**src/hdl/bfth_pkg.sv**
```systemverilog
// Package for the three-hash Bloom filter.
// Holds the shared widths, reset values and the hash bundle type.
// No dependencies.
`default_nettype none

package bfth_pkg;

    localparam int HASH_W          = 32;
    localparam int CNT_W           = 5;
    localparam int BYTE_W          = 8;
    localparam int SIZE_W          = 17;
    localparam int FILTER_BITS_DEF = 65536;

    localparam logic [SIZE_W-1:0] SIZE_RESET = 17'd65536;
    localparam logic [HASH_W-1:0] DJB_SEED   = 32'd5381;
    localparam logic [HASH_W-1:0] SDBM_SEED  = 32'd0;
    localparam logic [HASH_W-1:0] POLY_SEED  = 32'd0;

    typedef struct packed {
        logic [HASH_W-1:0] djb;
        logic [HASH_W-1:0] sdbm;
        logic [HASH_W-1:0] poly;
    } t_hashes;

endpackage

`default_nettype wire

```
**src/hdl/bfth_hash.sv**
```systemverilog
// Running hash registers of the Bloom filter: djb2, sdbm and times-31.
// Depends on bfth_pkg.
`default_nettype none

module bfth_hash
    import bfth_pkg::*;
(
    input  wire logic              i_clk,
    input  wire logic              i_rst_n,
    input  wire logic              i_update,
    input  wire logic              i_seed,
    input  wire logic [BYTE_W-1:0] i_byte,
    output t_hashes                o_hashes
);

    localparam int DJB_SHIFT   = 5;
    localparam int SDBM_SHIFT1 = 6;
    localparam int SDBM_SHIFT2 = 16;
    localparam int POLY_SHIFT  = 5;

    t_hashes r_h;
    t_hashes n_h;
    logic [HASH_W-1:0] w_byte;

    assign w_byte = HASH_W'(i_byte);

    always_comb begin
        n_h = r_h;
        if (i_seed) begin
            n_h.djb  = DJB_SEED;
            n_h.sdbm = SDBM_SEED;
            n_h.poly = POLY_SEED;
        end else if (i_update) begin
            n_h.djb  = (r_h.djb << DJB_SHIFT) + r_h.djb + w_byte;
            n_h.sdbm = w_byte + (r_h.sdbm << SDBM_SHIFT1) + (r_h.sdbm << SDBM_SHIFT2)
                       - r_h.sdbm;
            n_h.poly = (r_h.poly << POLY_SHIFT) - r_h.poly + w_byte;
        end
    end

    always_ff @(posedge i_clk) begin
        if (!i_rst_n) begin
            r_h.djb  <= DJB_SEED;
            r_h.sdbm <= SDBM_SEED;
            r_h.poly <= POLY_SEED;
        end else begin
            r_h <= n_h;
        end
    end

    assign o_hashes = r_h;

endmodule

`default_nettype wire

```
**config.mk**
```make
export PLATFORM = sky130hd
export DESIGN_NAME = bfth_hash
export DESIGN_NICKNAME = d
export VERILOG_FILES = /design/src/hdl/bfth_pkg.sv /design/src/hdl/bfth_hash.sv
export SDC_FILE = /design/constraint.sdc
export NUM_CORES = 1
export LEC_CHECK = 0
export BUFFER_PORTS_ARGS = -buffer_cell sky130_fd_sc_hd__buf_4
export CORE_MARGIN = 2
export CORE_UTILIZATION = 40
export CTS_CLUSTER_DIAMETER = 150
export DETAILED_ROUTE_END_ITERATION = 7
export GPL_TIMING_DRIVEN = 0
export PLACE_DENSITY_LB_ADDON = 0.08
export REMOVE_ABC_BUFFERS = 1
export SLEW_MARGIN = 20
export SYNTH_ARGS = -nofsm -noshare
export SYNTH_HDL_FRONTEND = slang
export SYNTH_SLANG_ARGS = --single-unit
```
**constraint.sdc**
```tcl
create_clock -name i_clk -period 3.7 [get_ports i_clk]
set_input_delay 0.37 -clock i_clk [delete_from_list [all_inputs] [get_ports i_clk]]
set_output_delay 0.37 -clock i_clk [all_outputs]
set_load 0.02 [all_outputs]
```
# Yosys cells after proc, flatten, opt, wreduce, memory -nomap -nowiden
# Index checks and enable logic that the tools add are counted.
totals:
  out_inout_bits: 96
  word_cells: 12
  inputBits: 12
  regBits: 96
classes:
  addsub: 7
  reduce_logical: 1
  bitwise: 1
ops:
  columns: ["op", "n"]
  rows:
  - ["$add A32 B32 Y32", 2]
  - ["$add A32 B8 Y32", 2]
  - ["$sub A32 B32 Y32", 2]
  - ["$add A8 B32 Y32", 1]
  - ["$reduce_or A2 Y1", 1]
  - ["$not A1 Y1", 1]

# Logic depth before layout (Yosys ltp)
# Gate-level depths: netlist (run 1).
depth:
  depth_word: 3
  depth_mapped: 15
  mapped_depth_nobuf: 15

# Worst setup path before layout (run 1)
# OpenSTA, ideal clock, no wires.
synth_path:
  path_type: "reg-to-reg"
  startpoint: "register r_h (netlist bit o_hashes[33])"
  endpoint: "register r_h (netlist bit o_hashes[63])"
  arrival_time_ns: 3.233
  setup_ns: 0.059
  required_ns: 3.641
  period_less_slack_ns: 3.292
  n_path_buf: 0
  stages_incl_launch_ff: 15
  setup_slack_ns: 0.408
  cell_sequence: "dfxtp_1 inv_1 ha_1 ha_1 fa_1 a21o_1 a21o_1 a21o_1 a31oi_1 a31oi_1 a211o_1 a21oi_1 a311oi_1 or3_1 nand2_1"
synth_between:
  elab_chain_len: 3
synth_rtl:
  columns: ["item", "line_no", "source"]
  rows:
  - ["from (decl)", "bfth_hash.sv:21", "t_hashes r_h;"]
  - ["from (signal assigned)", "bfth_hash.sv:47", "r_h <= n_h;"]
  - ["$add A8 B32 Y32", "bfth_hash.sv:35", "n_h.sdbm = w_byte + (r_h.sdbm << SDBM_SHIFT1) + (r_h.sdbm << SDBM_SHIFT2)"]
  - ["$add A32 B32 Y32", "bfth_hash.sv:35", null]
  - ["$sub A32 B32 Y32 *", "bfth_hash.sv:36", "- r_h.sdbm;"]
# Mark *: on every way between the ends. The rest lies on a longest branch, timed or not.
# A chain may end at the register's enable or synchronous reset.

# Final worst setup path (run 1)
layout_path:
  startpoint: "register r_h (netlist bit o_hashes[34])"
  endpoint: "register r_h (netlist bit o_hashes[63])"
# The elaborated chain is that of the path after synthesis.

==> results of run 1 <==
## cells by family (layout without fill, tap and decap cells)
kind of cell               after synthesis  after routing  synth area share
AOI/OAI and AO/OA                      309            309             0.211
xor gates and xnor gates                86             86            0.0797
adders and majority gates              186            186             0.267
buffers and inverters                  154            239            0.0622
DFF                                     96             96             0.203
muxes                                   46             46            0.0490
and+or+nand+nor                        275            275             0.128
## placed cells by master, fill, tap and decap left out, types with 5 or more instances in the layout
cell type / count
a21oi_1: 96
ha_1: 160
nor3_1: 8
nor2b_1: 8
a211oi_1: 13
nand3_1: 21
nand2b_1: 5
or3_1: 6
o21bai_1: 10
nand4_1: 11
nand2_1: 82
and2_1: 5
inv_1: 113
mux2i_1: 44
nor2_1: 112
o21ai_0: 53
xor2_1: 35
a21o_1: 61
clkbuf_16: 9
and3_1: 5
buf_4: 106
xnor2_1: 51
fa_1: 26
o211ai_1: 11
dfxtp_1: 96
## per-layer routing
metal | up-vias | global-route usage | part of all wire | wire length, um
met2 | 120 | 0.354 | 0.46 | 11900
met1 | 3866 | 0.284 | 0.48 | 12400
met5 | - | 0 | 0 | 0
li1 | 4208 | - | - | -
met4 | 0 | 0.0645 | 0.016 | 405
met3 | 20 | 0.0279 | 0.038 | 961
## cell type report
type	count	area (um2)	share of cell area
timing repair buffer	110	857	0.0788
clock buffer	13	250	0.0230
inverter	115	432	0.0397
clock inverter	1	5.00	0.000460
multi-input combinational	902	7010	0.645
tap	319	399	0.0367
sequential	96	1920	0.177
## metrics by stage
stage                     cell area, um2  total power, uW
after global placement             10500             6150
after detailed placement           10600             6160
final                              10900             7080
after floorplan                     9300             5010
after global routing               10900             7760
after CTS                          10800             7090
## worst max-delay path, delay by kind of cell, from the launching register on
kind | cells | cell delay, ns
AO/OA/AOI/OAI | 8 | 1.73
AND/OR/NAND/NOR | 2 | 0.38
buffers and inverters | 1 | 0.15
adder cells (fa/ha/maj) | 2 | 0.82
flip-flops | 1 | 0.42
## how the worst min path moves through the flow
stage | to | slack [ns] | start | cells past startpoint
floorplan | o_hashes[28] | 0.46 | i_update | 1
global placement | o_hashes[63] | 0.45 | o_hashes[63] | 2
detailed placement | o_hashes[63] | 0.46 | o_hashes[63] | 2
CTS | o_hashes[28] | 0.37 | i_seed | 4
global route | o_hashes[28] | 0.39 | i_seed | 4
finish | o_hashes[92] | 0.37 | i_seed | 4
## power by group through the flow
stage / sequential, uW / clock [uW] / combinational (uW)
after global routing: 1430 / 952 / 5380
final: 1400 / 874 / 4810
after global placement: 1430 / 0 / 4720
after floorplan: 1540 / 0 / 3470
after detailed placement: 1430 / 0 / 4730
after CTS: 1410 / 919 / 4770
## what timing repair did
| action | in CTS | in global routing |
|---|---|---|
| gates resized for setup | 0 | 9 |
| buffers inserted | 0 | 0 |
| endpoints found under the setup margin | 0 | 9 |
==> reports/qor.yml, run 1 <==
status: "finished clean"
post-place-cells: 1542
drive_gt1_frac: 0.120
cpPeakStageDelay_ns: 0.47
ant_nets: 0
dieArea_um2: 24900
core_area_um2: 23300
preCtsSetupSlack_ns: 0.0543
hold_viol_final: 0
crit_start: "o_hashes[34]"
r2r_cells: 13
overflow: 0
reg2reg_slack_ns: 0.15
track_usage: 0.212
p_comb_frac: 0.679
synth_cell_types: 62
min_period_ns: 3.55
reg2reg_to: "o_hashes[63]"
cts_hold_buf: 0
synth-main-ff-cell: "dfxtp_1"
clock_latency_ns: 0.36
nNetsFinal: 1432
nFillCells: 2382
finalSetupTns_ns: 0
antenna_found_initial: 0
drtPass1Iterations: 5
num_io_pins: 108
path_cells: "inv_1 > ha_1 > fa_1 > a21o_1 > a21o_1 > a21o_1 > a31oi_2 > a31oi_2 > a211o_1 > a21oi_1 > a311oi_2 > or3_1 > nand2_1"
drt_iter0_markers: 326
path_class: "register to register"
drc: 0
clkTransAtPathRegs_ns: 0.06
finish.utilization: 0.466
hp-class: "primary input to register"
p_sw_uw: 3310
worst_setup_path_end_kind: "register"
internal_power_uw: 3770
synth_seq_cells: 96
max_freq_mhz: 282
grt_pass1_vias: 8045
synthArstFlopShare: 0
required_ns: 3.99
portBuffers: 107
ys_seq_area_frac: 0.203
cap_violations: 0
initial_utilization: 0.405
syn_to_final_growth_pct: 15.0
setup_ws_ns: 0.152
r2r_start: "o_hashes[34]"
largest_reg_flops: 96
clockBufferDepth: 2
grt_max_degree: 90
synth.most_common_cell: "ha_1"
finalWirelength_um: 25600
period_share: 0.959
slowest_stage: "fa_1"
cts_buffers: 9
p_sw_frac: 0.467
crit_path_max_fanout: 4
cpMostUsedCell: "a21o_1"
cellLeakagePower_uw: 0.00532
die-height_um: 158
synthTopCellsByCount: "160 x ha_1, 115 x inv_1, 113 x nor2_1, 98 x a21oi_1, 96 x dfxtp_1"
crit_path_end: "o_hashes[63]"
critPathArrivalTime_ns: 3.84
irDropWorstVdd_uv: 287
grt_pass1_wl_um: 41500
vias: 8214
clock-skew-final_ns: 0.0113
tightest_slew_ns: 0.943
clkPwrFrac: 0.123
die_x_um: 158
viasPerCell: 5.28
syn-cell-area_um2: 9460
synth_edf_count: 0
root_buffer: "clkbuf_16"
yosysTopAreaCell: "ha_1"
power_density_nw_per_um2: 651
routedWlPerCell_um: 16.5
setup_viol: 0
syn_inst: 1152
diodes: 0
hold_ws_ns: 0.374
htree_levels: 3
synth_top_cell_area_share: 0.212
seqPwrFrac: 0.198
cts.sinks: 96
slew_violations: 0
cp-start-kind: "register"
hpwl_um: 19800
place_congestion: 0.865
avgSynthCellArea_um2: 8.21
row_count: 56
slew_headroom: 0.371
tritoncts: "done"
synth_area_leaders: "ha_1 21%, dfxtp_1 20%, fa_1 5.5%"
stdcell_count: 1556
yosysWarningCount: 0
(Power assumes the default switching activity.)
==> run 2: changes to the inputs <==
==> constraint.sdc (replaced) <==
create_clock -name i_clk -period 3.15 [get_ports i_clk]
set_input_delay 0.315 -clock i_clk [delete_from_list [all_inputs] [get_ports i_clk]]
set_output_delay 0.315 -clock i_clk [all_outputs]
set_load 0.02 [all_outputs]
==> run 2 against run 1 <==
  * Combinational power rose by 36%
  * Setup slack got worse by 0.13 ns
  * First-iteration DRC count is 15% lower
  * Hold slack got worse by 0.053 ns
  * Global-route usage rose by 0.47 points
  * Fmax is 13% higher
==> reports/qor.yml, run 2 (synthesis gave the netlist of run 1 again) <==
num_io_pins: 108  # unchanged
diodes: 0  # unchanged
initial_utilization: 0.405  # unchanged
power_density_nw_per_um2: 783  # was 651 nW/um2
tritoncts: "done"  # unchanged
vias: 8412  # was 8214
rsz0062_at_grt: "true"
hpwl_um: 19800  # unchanged
required_ns: 3.44  # was 3.99 ns
setup_viol: 0  # unchanged
cp-start-kind: "register"  # unchanged
dieArea_um2: 24900  # unchanged
hp-class: "primary input to register"  # unchanged
min_period_ns: 3.13  # was 3.55 ns
overflow: 0  # unchanged
die_x_um: 158  # unchanged
status: "finished clean"  # unchanged
antenna_found_initial: 0  # unchanged
grt_pass1_wl_um: 42500  # was 41500 um
clkTransAtPathRegs_ns: 0.06  # about the same
layout_common_cells: "138 x buf_4, 133 x ha_1, 110 x nor2_1"  # was 160 x ha_1, 113 x inv_1, 112 x nor2_1
routedWlPerCell_um: 16.8  # was 16.5 um
slew_headroom: 0.370  # was 0.371
grt_max_degree: 90  # unchanged
clock_latency_ns: 0.35  # was 0.36 ns
slew_violations: 0  # unchanged
finalSetupTns_ns: 0  # unchanged
viasPerCell: 5.30  # was 5.28
irDropWorstVdd_uv: 354  # was 287 uV
max_freq_mhz: 320  # was 282 MHz
drt_iter0_markers: 278  # was 326
period_share: 0.992  # was 0.959
row_count: 56  # unchanged
critPathArrivalTime_ns: 3.42  # was 3.84 ns
root_buffer: "clkbuf_16"  # unchanged
nNetsFinal: 1464  # was 1432
drive_gt1_frac: 0.239  # was 0.120
clockBufferDepth: 2  # unchanged
preCtsSetupSlack_ns: -0.456  # was 0.0543 ns
setup_ws_ns: 0.0238  # was 0.152 ns
hold_viol_final: 0  # unchanged
cellLeakagePower_uw: 0.00558  # was 0.00532 uW
largest_reg_flops: 96  # unchanged
cts_buffers: 9  # unchanged
track_usage: 0.217  # was 0.212
ant_nets: 0  # unchanged
drtPass1Iterations: 5  # unchanged
drc: 0  # unchanged
finalPower_uw: 9240  # was 7080 uW
syn_to_final_growth_pct: 24.7  # was 15.0%
htree_levels: 3  # unchanged
worst_setup_path_end_kind: "register"  # unchanged
die-height_um: 158  # unchanged
place_congestion: 0.865  # unchanged
clock-skew-final_ns: 0.00854  # was 0.0113 ns
hold_ws_ns: 0.322  # was 0.374 ns
core_area_um2: 23300  # unchanged
crit_path_max_fanout: 4  # unchanged
path_class: "register to register"  # unchanged
reg2reg_slack_ns: 0.02  # was 0.15 ns
finalWirelength_um: 26700  # was 25600 um
grt_pass1_vias: 8233  # was 8045
final_common_cell: "buf_4"  # was ha_1
tightest_slew_ns: 0.946  # was 0.943 ns
cts.sinks: 96  # unchanged
cap_violations: 0  # unchanged
portBuffers: 107  # unchanged
==> run 2: changes by cell type in the layout (fill, tap and decap cells not counted), moves of 5 or more <==
| cell | delta |
|---|---|
| dfxtp_2 | +19 |
| a21oi_4 | +5 |
| ha_1 | -27 |
| ha_2 | +10 |
| o21ai_1 | +5 |
| buf_4 | +32 |
| dfxtp_1 | -28 |
| inv_2 | +14 |
| inv_1 | -15 |
| a21oi_1 | -19 |
| o21ai_0 | -7 |
| a21oi_2 | +14 |
| ha_4 | +17 |
| dfxtp_4 | +9 |
==> run 2: area by class of cell <==
class | count | area (um2)
flip-flops and latches | 96 | 1980
clock buffers | 13 | 250
well taps | 319 | 399
inverters | 115 | 434
fillers | 2317 | 11500
clock inverters | 1 | 5.00
repair buffers | 142 | 1100
multi-input cells | 902 | 7630
==> run 2: stage by stage <==
stage	utilization	cells	instance area [um2]
2_1_floorplan	-	1113	9300
5_1_grt	0.506	1588	11800
6_report	0.506	1588	11800
4_1_cts	0.478	1564	11200
3_3_place_gp	0.450	1539	10500
3_5_place_dp	0.453	1542	10600
==> run 2: repair_timing <==
action / CTS / global route
gates resized for setup: 72 / 105
setup endpoints to repair: 32 / 29
buffers inserted: 8 / 24
hold endpoints to repair: 0 / 0
hold buffers: 0 / 0
pin swaps: 21 / 49
cloned: 0 / 0
==> run 2: path summary, 6_finish.rpt <==
| check | startpoint | endpoint | depth (start not counted) |
|---|---|---|---|
| setup / recovery | o_hashes[33] | o_hashes[63] | 14 |
| hold / removal | i_seed | o_hashes[92] | 4 |
| setup reg to reg | o_hashes[33] | o_hashes[63] | 14 |
| hold reg to reg | o_hashes[63] | o_hashes[63] | 2 |
==> run 2: per-layer routing <==
metal,track usage,up-vias,part of all wire
met1,0.288,3977,0.47
met2,0.366,144,0.47
met5,0,-,0
met3,0.0268,21,0.039
li1,-,4270,-
met4,0.0662,0,0.016
==> run 2: worst max-delay path: stages, from the launching register on <==
cell      delay [ns]
dfxtp_2         0.33
inv_4           0.10
ha_4            0.21
ha_4            0.17
fa_2            0.38
a21o_1          0.16
a21o_1          0.18
a21o_1          0.20
a31oi_4         0.23
a31oi_4         0.14
a211o_4         0.38
a21oi_2         0.16
a311oi_2        0.07
or3_1           0.32
nand2_1         0.06
==> run 2: power breakdown <==
group,internal (uW),switching (uW)
Clock,549,476
Combinational,3030,3530
Sequential,1410,246
Total,4980,4250
