[src/hdl/bfth_pkg.sv]
// Package for the three-hash Bloom filter.
// Holds the shared widths, reset values and the hash bundle type.
// No dependencies.
`default_nettype none

package bfth_pkg;

    localparam int HASH_W          = 32;
    localparam int CNT_W           = 5;
    localparam int BYTE_W          = 8;
    localparam int SIZE_W          = 17;
    localparam int FILTER_BITS_DEF = 65536;

    localparam logic [SIZE_W-1:0] SIZE_RESET = 17'd65536;
    localparam logic [HASH_W-1:0] DJB_SEED   = 32'd5381;
    localparam logic [HASH_W-1:0] SDBM_SEED  = 32'd0;
    localparam logic [HASH_W-1:0] POLY_SEED  = 32'd0;

    typedef struct packed {
        logic [HASH_W-1:0] djb;
        logic [HASH_W-1:0] sdbm;
        logic [HASH_W-1:0] poly;
    } t_hashes;

endpackage

`default_nettype wire

[src/hdl/bfth_mod.sv]
// Iterative restoring remainder unit, one dividend bit per cycle.
// Reduces a 32-bit hash modulo the effective filter size. Depends on bfth_pkg.
`default_nettype none

module bfth_mod
    import bfth_pkg::*;
#(
    parameter int AW = 16
) (
    input  wire logic              i_clk,
    input  wire logic              i_rst_n,
    input  wire logic              i_start,
    input  wire logic [HASH_W-1:0] i_dividend,
    input  wire logic [AW:0]       i_divisor,
    output logic                   o_done,
    output logic [AW-1:0]          o_rem
);

    localparam int SW = AW + 1;
    localparam logic [CNT_W-1:0] CNT_LAST = CNT_W'(HASH_W - 1);

    logic [HASH_W-1:0] r_dvd;
    logic [SW-1:0]     r_div;
    logic [SW-1:0]     r_rem;
    logic [CNT_W-1:0]  r_cnt;
    logic              r_busy;
    logic              r_done;
    logic [SW:0]       w_sh;
    logic [SW:0]       w_diff;

    assign w_sh   = {r_rem, r_dvd[HASH_W-1]};
    assign w_diff = w_sh - {1'b0, r_div};

    always_ff @(posedge i_clk) begin
        if (!i_rst_n) begin
            r_busy <= 1'b0;
            r_done <= 1'b0;
            r_cnt  <= '0;
        end else begin
            r_done <= 1'b0;
            if (i_start) begin
                r_busy <= 1'b1;
                r_cnt  <= '0;
            end else if (r_busy) begin
                r_cnt <= r_cnt + 1'b1;
                if (r_cnt == CNT_LAST) begin
                    r_busy <= 1'b0;
                    r_done <= 1'b1;
                end
            end
        end
    end

    always_ff @(posedge i_clk) begin
        if (i_start) begin
            r_dvd <= i_dividend;
            r_div <= i_divisor;
            r_rem <= '0;
        end else if (r_busy) begin
            r_dvd <= r_dvd << 1;
            if (w_sh >= {1'b0, r_div}) begin
                r_rem <= w_diff[SW-1:0];
            end else begin
                r_rem <= w_sh[SW-1:0];
            end
        end
    end

    assign o_done = r_done;
    assign o_rem  = r_rem[AW-1:0];

endmodule

`default_nettype wire

[config.mk]
export PLATFORM = sky130hd
export DESIGN_NAME = bfth_mod
export DESIGN_NICKNAME = d
export VERILOG_FILES = /design/src/hdl/bfth_pkg.sv /design/src/hdl/bfth_mod.sv
export SDC_FILE = /design/constraint.sdc
export NUM_CORES = 1
export LEC_CHECK = 0
export ABC_CLOCK_PERIOD_IN_PS = 3200
export BUFFER_PORTS_ARGS = -buffer_cell sky130_fd_sc_hd__buf_2
export CAP_MARGIN = 20
export CELL_PAD_IN_SITES_DETAIL_PLACEMENT = 0
export CELL_PAD_IN_SITES_GLOBAL_PLACEMENT = 2
export CORE_AREA = 2 2 107 109
export DETAILED_ROUTE_END_ITERATION = 10
export DIE_AREA = 0 0 109 111
export GPL_TIMING_DRIVEN = 0
export PLACE_DENSITY = 0.82
export SYNTH_ARGS = -nofsm -noshare
export SYNTH_HDL_FRONTEND = slang
export SYNTH_SLANG_ARGS = --single-unit
[constraint.sdc]
create_clock -name i_clk -period 3.2 [get_ports i_clk]
set_clock_uncertainty 0.2 [all_clocks]
set_input_delay 0.16 -clock i_clk [delete_from_list [all_inputs] [get_ports i_clk]]
set_output_delay 0.16 -clock i_clk [all_outputs]
set_load 0.005 [all_outputs]
Yosys cells after proc, flatten, opt, wreduce, memory -nomap -nowiden
Index checks and enable logic that the tools add are counted.

cells by class
  multiplexer cells = 7
  equality and inequality tests = 1
  multipliers = 0
  bitwise logic cells = 2
  $lt $le $gt $ge = 1
  divide/modulo/power cells = 0
  add/sub/neg operators = 2
  reduce and logical (&&, ||, !) cells = 3
  shift-type cells = 0

operators by type and width
  cell                                         count
  2-to-1 mux 32 bit                            2
  >= comparator 18 x 17 -> 1 bit               1
  2-to-1 mux 17 bit                            1
  subtractor 17 bit                            1
  adder 5 x 1 -> 5 bit, second input constant  1
  equality test 5 bit, second input constant   1
  2-to-1 mux 1 bit                             4
  OR reduction 3 bit                           1
  NOT 1 bit                                    2
  nonzero test 2 bit                           1
  OR reduction 2 bit                           1

storage, ports and cells
  memories = 0
  register bits after elaboration = 73
  input port bits = 52
  logic and storage cells = 22
  memory bits (writable) = 0
  ROM bits = 0
  output and inout bits = 17
  latch bits = 0

Depth between registers and ports, before layout
Gate-level depths: netlist (run 1).

  depth after elaboration = 4
  gate-level depth with buffers = 12
  gate-level depth less buffers = 11

Least setup slack after synthesis (run 1)
Ideal clock, no wire load.

  path type = reg2reg
  from = reg r_dvd[31]
  to = reg r_rem[10]
  buffers on the path = 1
  library setup time = 0.080 ns
  arrival = 2.275 ns
  cell stages (with the launch flop) = 13
  path slack = 0.645 ns
  clock period less this slack = 2.555 ns
  data required time = 2.920 ns
  path through = edfxtp_1 > inv_1 > ha_1 > inv_1 > fa_1 > a21o_1 > a221oi_2 > o32a_2 > o21ai_4 > buf_8 > nand2_2 > o21ai_2 > a211oi_2

between the ends
  longest elaborated chain between the ends = 2
  elaborated cells between the ends (all ways) = 3
  those cells by class = add/sub: 1; order compare: 1; mux: 1

RTL lines
  item                                                                        RTL line                        source
  from (decl)                                                                 bfth_mod.sv:22                  logic [HASH_W-1:0] r_dvd;
  from (signal assigned)                                                      bfth_mod.sv:56                  r_dvd <= i_dividend;
  from (signal assigned)                                                      bfth_mod.sv:60                  r_dvd <= r_dvd << 1;
  subtractor 17 bit / >= comparator 18 x 17 -> 1 bit (equally long branches)  bfth_mod.sv:32, bfth_mod.sv:61
  2-to-1 mux 17 bit (*)                                                       bfth_mod.sv:61                  if (w_sh >= {1'b0, r_div}) begin
  to (signal assigned)                                                        bfth_mod.sv:62                  r_rem <= w_diff[SW-1:0];
  to (signal assigned)                                                        bfth_mod.sv:64                  r_rem <= w_sh[SW-1:0];
  to (decl)                                                                   bfth_mod.sv:24                  logic [SW-1:0] r_rem;

Mark *: on every way between the ends. The rest lies on a longest branch, timed or not.
A chain may end at the register's enable or synchronous reset.

Worst setup path after layout (run 1)
Same ends and word-level chain as after synthesis.

==> results of run 1 <==
==> flip-flops by register name, indices dropped and copies added (netlist names) <==
| signal | flops |
|---|---|
| r_busy | 1 |
| r_cnt | 5 |
| r_rem | 17 |
| r_dvd | 32 |
| o_done | 1 |
| r_div | 17 |
==> power by group through the flow <==
stage / logic, W / registers (W) / clock network, W
final: 0.000371 / 0.00112 / 0.000984
after global routing: 0.000416 / 0.00112 / 0.00106
after CTS: 0.000374 / 0.00112 / 0.00102
after detailed placement: 0.000325 / 0.00114 / 0
after global placement: 0.000316 / 0.00114 / 0
after floorplan: 0.000228 / 0.00113 / 0
==> routing by layer <==
layer,up-vias,global-route usage,part of all wire
met5,-,0,0
met4,0,0.05983,0.020
met3,16,0.03939,0.046
met2,64,0.2373,0.47
met1,1356,0.2053,0.46
li1,1493,-,-
==> per-stage QoR <==
| stage | instance area, sq um | instances |
|---|---|---|
| floorplan | 3928 | 345 |
| CTS | 5269 | 623 |
| detailed placement | 4474 | 557 |
| finish | 5269 | 623 |
| global placement | 4447 | 556 |
| global route | 5269 | 623 |
==> synth_stat cells (2+ instances only) <==
cell type,instances
edfxtp_1,49
mux2_2,32
nand2_1,28
dfxtp_1,24
inv_1,23
nor2_1,21
ha_1,19
buf_4,16
a21oi_1,15
o21ai_0,10
a21o_1,8
o21ai_1,8
xnor2_1,8
mux2i_1,7
xor2_1,7
and3_1,6
a211oi_2,5
clkbuf_1,5
o21a_1,4
o21ai_2,4
buf_1,3
nand3_1,3
o21bai_1,3
a211o_1,2
a221oi_2,2
a22o_1,2
and2_1,2
nand2b_1,2
nand4_1,2
nor2b_1,2
nor3_1,2
o31ai_1,2
==> how the worst max path moves through the flow <==
stage	end	slack [ns]	from
floorplan	r_rem[10]$_SDFFE_PP0P_	0.64	r_dvd[31]$_DFFE_PP_
global placement	r_rem[10]$_SDFFE_PP0P_	0.30	r_dvd[31]$_DFFE_PP_
detailed placement	r_rem[10]$_SDFFE_PP0P_	0.27	r_dvd[31]$_DFFE_PP_
CTS	r_rem[10]$_SDFFE_PP0P_	0.26	r_dvd[31]$_DFFE_PP_
global route	r_rem[10]$_SDFFE_PP0P_	0.08	r_dvd[31]$_DFFE_PP_
finish	r_rem[10]$_SDFFE_PP0P_	0.28	r_dvd[31]$_DFFE_PP_
==> layout by cell type (no fill, tap or decap), types with 3 or more instances in the layout <==
cell,netlist,layout
a211oi_2,5,5
a21o_1,8,8
a21oi_1,15,15
and3_1,6,6
buf_1,3,3
buf_2,1,69
buf_4,16,16
clkbuf_1,5,5
clkbuf_16,0,9
dfxtp_1,24,24
dlygate4sd3_1,0,50
edfxtp_1,49,49
ha_1,19,19
inv_1,23,23
inv_8,0,3
mux2_2,32,32
mux2i_1,7,7
nand2_1,28,28
nand3_1,3,3
nor2_1,21,21
o21a_1,4,4
o21ai_0,10,10
o21ai_1,8,8
o21ai_2,4,4
o21bai_1,3,3
xnor2_1,8,8
xor2_1,7,7
==> area by class of cell <==
cell class	count	area (sq um)	share of cell area
flip-flops and latches	73	1952	0.3705
multi-input cells	222	1708	0.3242
repair buffers	119	868.3	0.1648
clock buffers	9	225.2	0.04275
plain buffers	27	181.4	0.03443
well taps	143	178.9	0.03396
inverters	23	86.33	0.01639
clock inverters	7	68.82	0.01306
==> timing repair <==
action	in CTS	in global routing
endpoints found under the setup margin	0	0
hold buffers	50	0
endpoints found under the hold margin	51	0
==> worst reg2reg max path: stages (launching register included) <==
cell and delay [ns]:
edfxtp_1 0.43, inv_1 0.09, ha_1 0.16, inv_1 0.05, fa_1 0.40, a21o_1 0.22
a221oi_2 0.40, o32a_2 0.26, o21ai_4 0.12, buf_8 0.20, nand2_2 0.06, o21ai_2 0.05
a211oi_2 0.20
==> logic make-up after synthesis <==
kind of cell | after synthesis
adders and majority gates | 20
DFF | 73
xor gates and xnor gates | 15
and+or+nand+nor | 74
AOI/OAI and AO/OA | 74
muxes | 39
buffers and inverters | 50
==> results.cfg, run 1 <==
[setup_path]
critPathSlowestCell = edfxtp_1
cpMostUsedCell = inv_1
critPathMaxStageDelay_ns = 0.43
cp_num_buf_inv = 3
crit_type = reg -> reg
cp_num_cells = 12
end_kind = flop
r2r_start = r_dvd[31]$_DFFE_PP_
start_kind = flop
reg2reg_depth = 12
r2r-end = r_rem[10]$_SDFFE_PP0P_
required_ns = 3.25
cp_top_family = compound AO/OA/AOI/OAI gates
arrival_ns = 2.98
r2r_slack_ns = 0.28
path_cells = inv_1, ha_1, inv_1, fa_1, a21o_1, a221oi_2, o32a_2, o21ai_4, buf_8, nand2_2, o21ai_2, a211oi_2
worstPathMaxFanout = 10

[drt]
vias = 2929
first_iter_violations = 95
first_pass_iters = 4
routed_via_density = 4.701
drt-total-wl_mm = 8.583
wl_per_cell_um = 13.78
drc = 0
drtAntennaViolNets = 0

[timing]
period_share = 0.9133
setup_viol = 0
hold_viol = 0
slew_headroom = 0.5769
tns_ns = 0
fin_ws_ns = 0.2773
fmax_ghz = 0.3421
worstMarginPinSlew_ns = 0.6346
rsz0062_at_grt = false
drv_slew = 0
layout_min_cycle_time_ns = 2.923
fin_hold_ws_ns = 0.1527

[grt]
gr-usage-all-layers = 0.1538
antenna_found_initial = 0
grt_pass1_wl_mm = 14.31
grt_max_degree = 26
grt_pass1_vias = 2921
grt_overflow = 0

[finish]
nNetsFinal = 547
fin_util = 0.4757
area_growth_pct = 34.15
num_antenna_cells = 0
fillCellCount = 1045
drive_gt1_frac = 0.3167

[synthesis]
synth-adder-area-share = 0.06563
ys.flop_type = edfxtp_1
synthMuxAreaShare = 0.1096
yosys.area_share.simple = 0.08729
syn_area_sq_um = 3928
synth_edf_count = 49
ys_warn_count = 0
synthDistinctLibCells = 51
yosysTopAreaCellShare = 0.3746
synthCells = 345
async_flop_share = 0
synth_top_cell_by_area = edfxtp_1
synthXorXnorAreaFrac = 0.03345
synth_top_family_by_area = compound AO/OA/AOI/OAI gates
synth-seq-cells = 73
syn_avg_cell_area_sq_um = 11.38
synth_compound_gate_area_share = 0.1389
syn_nets = 417
ys_top_cells_by_area = edfxtp_1 (37%), dfxtp_1 (12%), mux2_2 (9.2%)
seq_area_frac_synth = 0.4970

[clocking]
clock_sinks = 73
cts.htree.levels = 3
numCtsBuffers = 9
root_buffer = clkbuf_16
clk_latency_ns = 0.34
cts_buffer_depth = 2
clkTransAtPathRegs_ns = 0.07
post_cts_buffers = 0
cts_tree = yes
cts_resized = 0

[power]
swShare = 0.2580
cellInternalPower_w = 0.001832
power_leakage_nw = 2.291
power_switching_w = 0.0006373
clkPwrFrac = 0.398
power_density_nw_per_um2 = 468.7
report.power.total_w = 0.002470
max-vdd-ir-drop_uv = 259.0
share_comb_of_total_power = 0.150
pwr-share-seq = 0.452

[run_status]
status = complete, no violations

[place]
gp_congestion = 0.8210
pre_cts_ws_ns = 0.2735
io_buffers = 68
dp_hpwl_mm = 5.935

[die]
placeableCoreArea_sq_um = 11080
die_h_um = 111
fp-row-count = 39
start_util = 0.3546
die_area_sq_um = 12100
ios = 69
die_w_um = 109

[min_path]
min_from = i_start
min_to = r_div[15]$_DFFE_PP_
hold_class = in -> reg
hold-path-cell-count = 1

[run]
cap_violations = 0
(Power assumes the default switching activity.)
==> run 2, diff against run 1 <==
ABC_AREA = 1   (was not set)
CORE_AREA = 2 2 118 120   (was 2 2 107 109)
DIE_AREA = 0 0 120 122   (was 0 0 109 111)
==> run 2 against run 1 <==
Against the previous run: largest power group is now clock; clock power up 19%; global-route usage up 0.063 points; cell count up 40%; routed wire length up 24%.
==> results.cfg, run 2 <==
[grt]
grt_pass1_wl_mm = 17.53
grt_max_degree = 26
antenna_found_initial = 0
grt_pass1_vias = 3725
grt_overflow = 0
gr-usage-all-layers = 0.1544

[synthesis]
synthMuxAreaShare = 0
yosys-top-cells-count = nand2_1 (231), inv_1 (81), edfxtp_1 (49)
syn_nets = 632
ys_warn_count = 0
synth_top_family_by_area = simple AND/OR/NAND/NOR gates
synthCells = 560
synth_top_cell_by_area = edfxtp_1
syn_area_sq_um = 4318
ys_top_cells_by_area = edfxtp_1 (34%), nand2_1 (20%), dfxtp_1 (11%)
synthDistinctLibCells = 32
synthXorXnorAreaFrac = 0.01420
synth_most_common_cell = nand2_1
synth-seq-cells = 73
synth-adder-area-share = 0.05969
synth_edf_count = 49
yosys.area_share.simple = 0.3234
syn_avg_cell_area_sq_um = 7.711
yosysTopAreaCellShare = 0.3408
seq_area_frac_synth = 0.4520
synth_compound_gate_area_share = 0.03159
ys.flop_type = edfxtp_1
async_flop_share = 0

[min_path]
min_from = i_start
hold_class = in -> reg
min_to = r_div[6]$_DFFE_PP_
hold-path-cell-count = 1

[power]
pwr-share-seq = 0.428
clkPwrFrac = 0.455
share_comb_of_total_power = 0.117
cellInternalPower_w = 0.001982
power_leakage_nw = 2.964
power_switching_w = 0.0005909
power_density_nw_per_um2 = 447.1
max-vdd-ir-drop_uv = 249.6
swShare = 0.2297

[clocking]
clkTransAtPathRegs_ns = 0.06
numCtsBuffers = 9
post_cts_buffers = 0
cts_tree = yes
cts.htree.levels = 3
clk_latency_ns = 0.34
root_buffer = clkbuf_16
clock_sinks = 73
cts_buffer_depth = 2

[timing]
hold_viol = 0
worstMarginPinSlew_ns = 0.6865
layout_min_cycle_time_ns = 2.387
period_share = 0.7459
setup_viol = 0
tns_ns = 0
rsz0062_at_grt = false
slew_headroom = 0.5407
drv_slew = 0
fin_hold_ws_ns = 0.1222
fmax_ghz = 0.4190
fin_ws_ns = 0.8131

[die]
die_area_sq_um = 14640
start_util = 0.3197
ios = 69
die_w_um = 120
die_h_um = 122
fp-row-count = 43
placeableCoreArea_sq_um = 13500

[finish]
stdcell_count = 875
drive_gt1_frac = 0.1842
top_register = r_dvd
top_regs = r_dvd: 32 flops, r_div: 17 flops, r_rem: 17 flops
nNetsFinal = 762
num_antenna_cells = 0
area_growth_pct = 33.29
final_cell_mix = nand2_1 (231), inv_1 (81), buf_2 (70), dlygate4sd3_1 (50), edfxtp_1 (49)
largest_reg_flops = 32
fin_util = 0.4262
layout_commonest_cell = nand2_1

[place]
pre_cts_ws_ns = 0.6610
gp_congestion = 0.8354
dp_hpwl_mm = 7.710
place_inst = 809
io_buffers = 68

[setup_path]
critPathSlowestCell = fa_1
worstPathMaxFanout = 10
arrival_ns = 2.40
path_cells = inv_1, ha_1, inv_1, fa_1, nand3_1, nand3_2, nand2_4, buf_2, nand3_1, nand3_1, o21ai_2
cp_num_buf_inv = 3
start_kind = flop
critPathMaxStageDelay_ns = 0.44
required_ns = 3.21
crit_type = reg -> reg
r2r_start = r_dvd[31]$_DFFE_PP_
r2r_slack_ns = 0.81
cp_top_family = simple AND/OR/NAND/NOR gates
cpMostUsedCell = nand3_1
reg2reg_depth = 11
end_kind = flop
r2r-end = r_rem[10]$_SDFFE_PP0P_

[drt]
routed_via_density = 4.312
first_pass_iters = 4
vias = 3773
drc = 0
drtAntennaViolNets = 0
wl_per_cell_um = 12.15
drt-total-wl_mm = 10.63
first_iter_violations = 147

[run]
cap_violations = 0

[run_status]
status = complete, no violations
## run 2: changes by cell type after synthesis, moves of 5 or more
cell / previous run / this run
inv_1: 23 / 81
a21o_1: 8 / 0
nand3_1: 3 / 35
mux2i_1: 7 / 0
a211oi_2: 5 / 0
nand2_1: 28 / 231
mux2_2: 32 / 0
nand3_2: 0 / 8
xor2_1: 7 / 2
nand3b_1: 1 / 6
and3_1: 6 / 1
o21ai_1: 8 / 3
## run 2: cell type report
type                       instances  area (sq um)
timing repair buffer             119         868.3
buffer                            29         195.2
clock buffer                      10         229.0
inverter                          85         319.1
multi-input combinational        373          1852
sequential                        73          1952
clock inverter                     6         115.1
fill                            1389          7749
tap                              180         225.2
## run 2: cells by family after synthesis
| logic type | after synthesis |
|---|---|
| AOI/OAI and AO/OA | 26 |
| xor gates and xnor gates | 7 |
| adders and majority gates | 20 |
| buffers and inverters | 114 |
| DFF | 73 |
| and+or+nand+nor | 320 |
## run 2: worst max path at each step
stage | startpoint | endpoint | slack [ns] | depth (start not counted)
after floorplan | r_dvd[31]$_DFFE_PP_ | r_rem[10]$_SDFFE_PP0P_ | 1.08 | 11
after global placement | i_start | r_dvd[14]$_DFFE_PP_ | 0.29 | 4
after detailed placement | i_start | r_dvd[15]$_DFFE_PP_ | 0.66 | 5
after CTS | r_dvd[31]$_DFFE_PP_ | r_rem[10]$_SDFFE_PP0P_ | 0.76 | 11
after global routing | r_dvd[31]$_DFFE_PP_ | r_rem[10]$_SDFFE_PP0P_ | 0.64 | 11
final | r_dvd[31]$_DFFE_PP_ | r_rem[10]$_SDFFE_PP0P_ | 0.81 | 11
## run 2: power by group through the flow
stage / registers [W] / logic, W / clock network (W)
finish: 0.00110 / 0.000301 / 0.00117
global route: 0.00111 / 0.000343 / 0.00125
CTS: 0.00110 / 0.000304 / 0.00122
detailed placement: 0.00112 / 0.000255 / 0
global placement: 0.00112 / 0.000249 / 0
floorplan: 0.00112 / 0.000165 / 0
## run 2: stage by stage
stage / area (sq um) / power, W
final: 5756 / 0.002573
after global routing: 5756 / 0.002704
after CTS: 5756 / 0.002623
after detailed placement: 4911 / 0.001377
after global placement: 4883 / 0.001371
after floorplan: 4318 / 0.001281
## run 2: repair_timing
action	CTS	global route
hold endpoints to repair	51	0
hold buffers	50	0
resized for setup	0	0
endpoints found under the setup margin	0	0
## run 2: per-layer routing
metal	global-route usage	vias to the layer above	part of all wire
met5	0	-	0
met4	0.06765	0	0.011
met1	0.1892	1699	0.45
met2	0.2674	72	0.50
met3	0.02575	8	0.038
li1	-	1994	-
==> run 3, diff against run 2 <==
ABC_CLOCK_PERIOD_IN_PS = 2000   (was 3200)
CORE_AREA = 2 2 123 125   (was 2 2 118 120)
DIE_AREA = 0 0 125 127   (was 0 0 120 122)
PLACE_DENSITY = 0.79   (was 0.82)
clock period = 2 ns   (was 3.2 ns; I/O delays follow)
==> run 3 against run 2 <==
Against the previous run: the flow now finishes with violations (negative setup slack); global-route usage is 0.31 points lower; setup slack got worse by 0.90 ns; maximum frequency is 14% higher; core utilization rose by 0.94 points; clock power grew 47%; total power grew 58%; critical path type unchanged.
==> results.cfg, run 3 (synthesis results as in run 2) <==
[place]
place_inst = 813
gp_congestion = 0.8423
dp_hpwl_mm = 7.924
io_buffers = 68

[grt]
grt_max_degree = 26
grt_pass1_wl_mm = 19.14
gr-usage-all-layers = 0.1514
antenna_found_initial = 0
grt_overflow = 0
grt_pass1_vias = 3998

[setup_path]
path_cells = inv_2, ha_4, inv_4, fa_2, nand3_2, nand3_2, nand2_4, nand2_8, buf_4, nand2_1, nand3_1, o21ai_1
r2r_slack_ns = -0.09
critPathSlowestCell = fa_2
r2r-end = r_rem[7]$_SDFFE_PP0P_
r2r_start = r_dvd[31]$_DFFE_PP_
cpMostUsedCell = nand3_2
required_ns = 2.08
worstPathMaxFanout = 4
start_kind = flop
reg2reg_depth = 12
crit_type = reg -> reg
critPathMaxStageDelay_ns = 0.39
end_kind = flop
arrival_ns = 2.17

[run_status]
status = finished with violations
violations = negative setup slack

[clocking]
cts_buffer_depth = 2
clk_latency_ns = 0.35
root_buffer = clkbuf_16
numCtsBuffers = 9
cts_tree = yes
clock_sinks = 73
clkTransAtPathRegs_ns = 0.07
cts.htree.levels = 3

[die]
die_area_sq_um = 15880
ios = 69
placeableCoreArea_sq_um = 14420
die_w_um = 125
die_h_um = 127
start_util = 0.2994
fp-row-count = 44

[drt]
routed_via_density = 4.384
vias = 3932
first_pass_iters = 4
wl_per_cell_um = 13.00
drtAntennaViolNets = 0
drc = 0
first_iter_violations = 145
drt-total-wl_mm = 11.67

[timing]
period_share = 1.045
slew_headroom = 0.5690
fin_ws_ns = -0.08991
layout_min_cycle_time_ns = 2.090
worstMarginPinSlew_ns = 0.6465
rsz0062_at_grt = true
drv_slew = 0
hold_viol = 0
setup_viol = 17
fmax_ghz = 0.4785

[finish]
nNetsFinal = 780
top_regs = r_dvd: 32 flops, r_div: 17 flops, r_rem: 17 flops
stdcell_count = 897
area_growth_pct = 45.52
num_antenna_cells = 0
largest_reg_flops = 32
final_cell_mix = nand2_1 (204), inv_1 (70), buf_2 (68), dlygate4sd3_1 (50), edfxtp_1 (49)
layout_commonest_cell = nand2_1
top_register = r_dvd
fin_util = 0.4356
drive_gt1_frac = 0.3100
fillCellCount = 1496

[min_path]
hold_class = in -> reg
min_from = i_start
hold-path-cell-count = 1
min_to = r_div[12]$_DFFE_PP_

[run]
cap_violations = 0

[power]
power_leakage_nw = 3.065
max-vdd-ir-drop_uv = 381.2
power_density_nw_per_um2 = 648.7
-- run 3: worst max-delay path by stage --
stage	startpoint	endpoint	slack (ns)	cells after the start
after detailed placement	i_start	r_dvd[15]$_DFFE_PP_	-0.45	5
after CTS	r_dvd[31]$_DFFE_PP_	r_rem[7]$_SDFFE_PP0P_	-0.09	12
final	r_dvd[31]$_DFFE_PP_	r_rem[7]$_SDFFE_PP0P_	-0.09	12
after floorplan	r_dvd[31]$_DFFE_PP_	r_rem[10]$_SDFFE_PP0P_	0.02	11
after global placement	i_start	r_dvd[14]$_DFFE_PP_	-0.87	4
after global routing	r_rem[4]$_SDFFE_PP0P_	r_rem[4]$_SDFFE_PP0P_	-0.20	13
-- run 3: metrics by stage --
| stage | area, sq um | hold WS [ns] | setup TNS, ns | setup WS, ns | total power, W |
|---|---|---|---|---|---|
| 6_report | 6284 | 0.02246 | -0.9292 | -0.08991 | 0.004076 |
| 2_1_floorplan | 4332 | -0.001131 | 0 | 0.01861 | 0.002052 |
| 4_1_cts | 6191 | 0.06990 | -1.073 | -0.09016 | 0.004124 |
| 5_1_grt | 6284 | 0.04845 | -2.667 | -0.1964 | 0.004261 |
| 3_3_place_gp | 4902 | 0.07717 | -33.74 | -0.8726 | 0.002197 |
| 3_5_place_dp | 4922 | 0.07810 | -17.01 | -0.4469 | 0.002206 |
-- run 3: repair_timing --
action                     CTS  global route
hold endpoints to repair    56             0
setup endpoints to repair   42            28
pin swaps                   20             9
hold buffers                50             0
setup buffers               16             1
gates cloned                 1             0
gates resized for setup     62            32
-- run 3: per-layer routing --
metal	global-route usage	part of all wire	vias to the layer above
li1	-	-	2041
met1	0.1797	0.44	1807
met2	0.2705	0.50	70
met3	0.03518	0.041	14
met4	0.05098	0.017	0
met5	0	0	-
-- run 3: worst max-delay path, delay by kind of cell (launching register included) --
family | cells | cell delay [ns]
buffers and inverters | 3 | 0.28
AND/OR/NAND/NOR | 6 | 0.55
AO/OA/AOI/OAI | 1 | 0.09
adder cells (fa/ha/maj) | 2 | 0.52
flip-flops | 1 | 0.38
-- run 3: layout make-up --
type                    count  area (sq um)  area share
repair buffers            137          1026      0.1633
inverters                  85         321.6     0.05117
well taps                 184         230.2     0.03664
clock buffers               9         225.2     0.03584
flip-flops and latches     73          1956      0.3112
multi-input cells         373          2225      0.3540
clock inverters             7         83.83     0.01334
plain buffers              29         216.5     0.03445
-- run 3: where the power goes --
| group | switching (W) | internal (W) |
|---|---|---|
| logic | 0.000313 | 0.000277 |
| clock network | 0.000730 | 0.000991 |
| registers | 0.0000360 | 0.00173 |
| total | 0.00108 | 0.00300 |
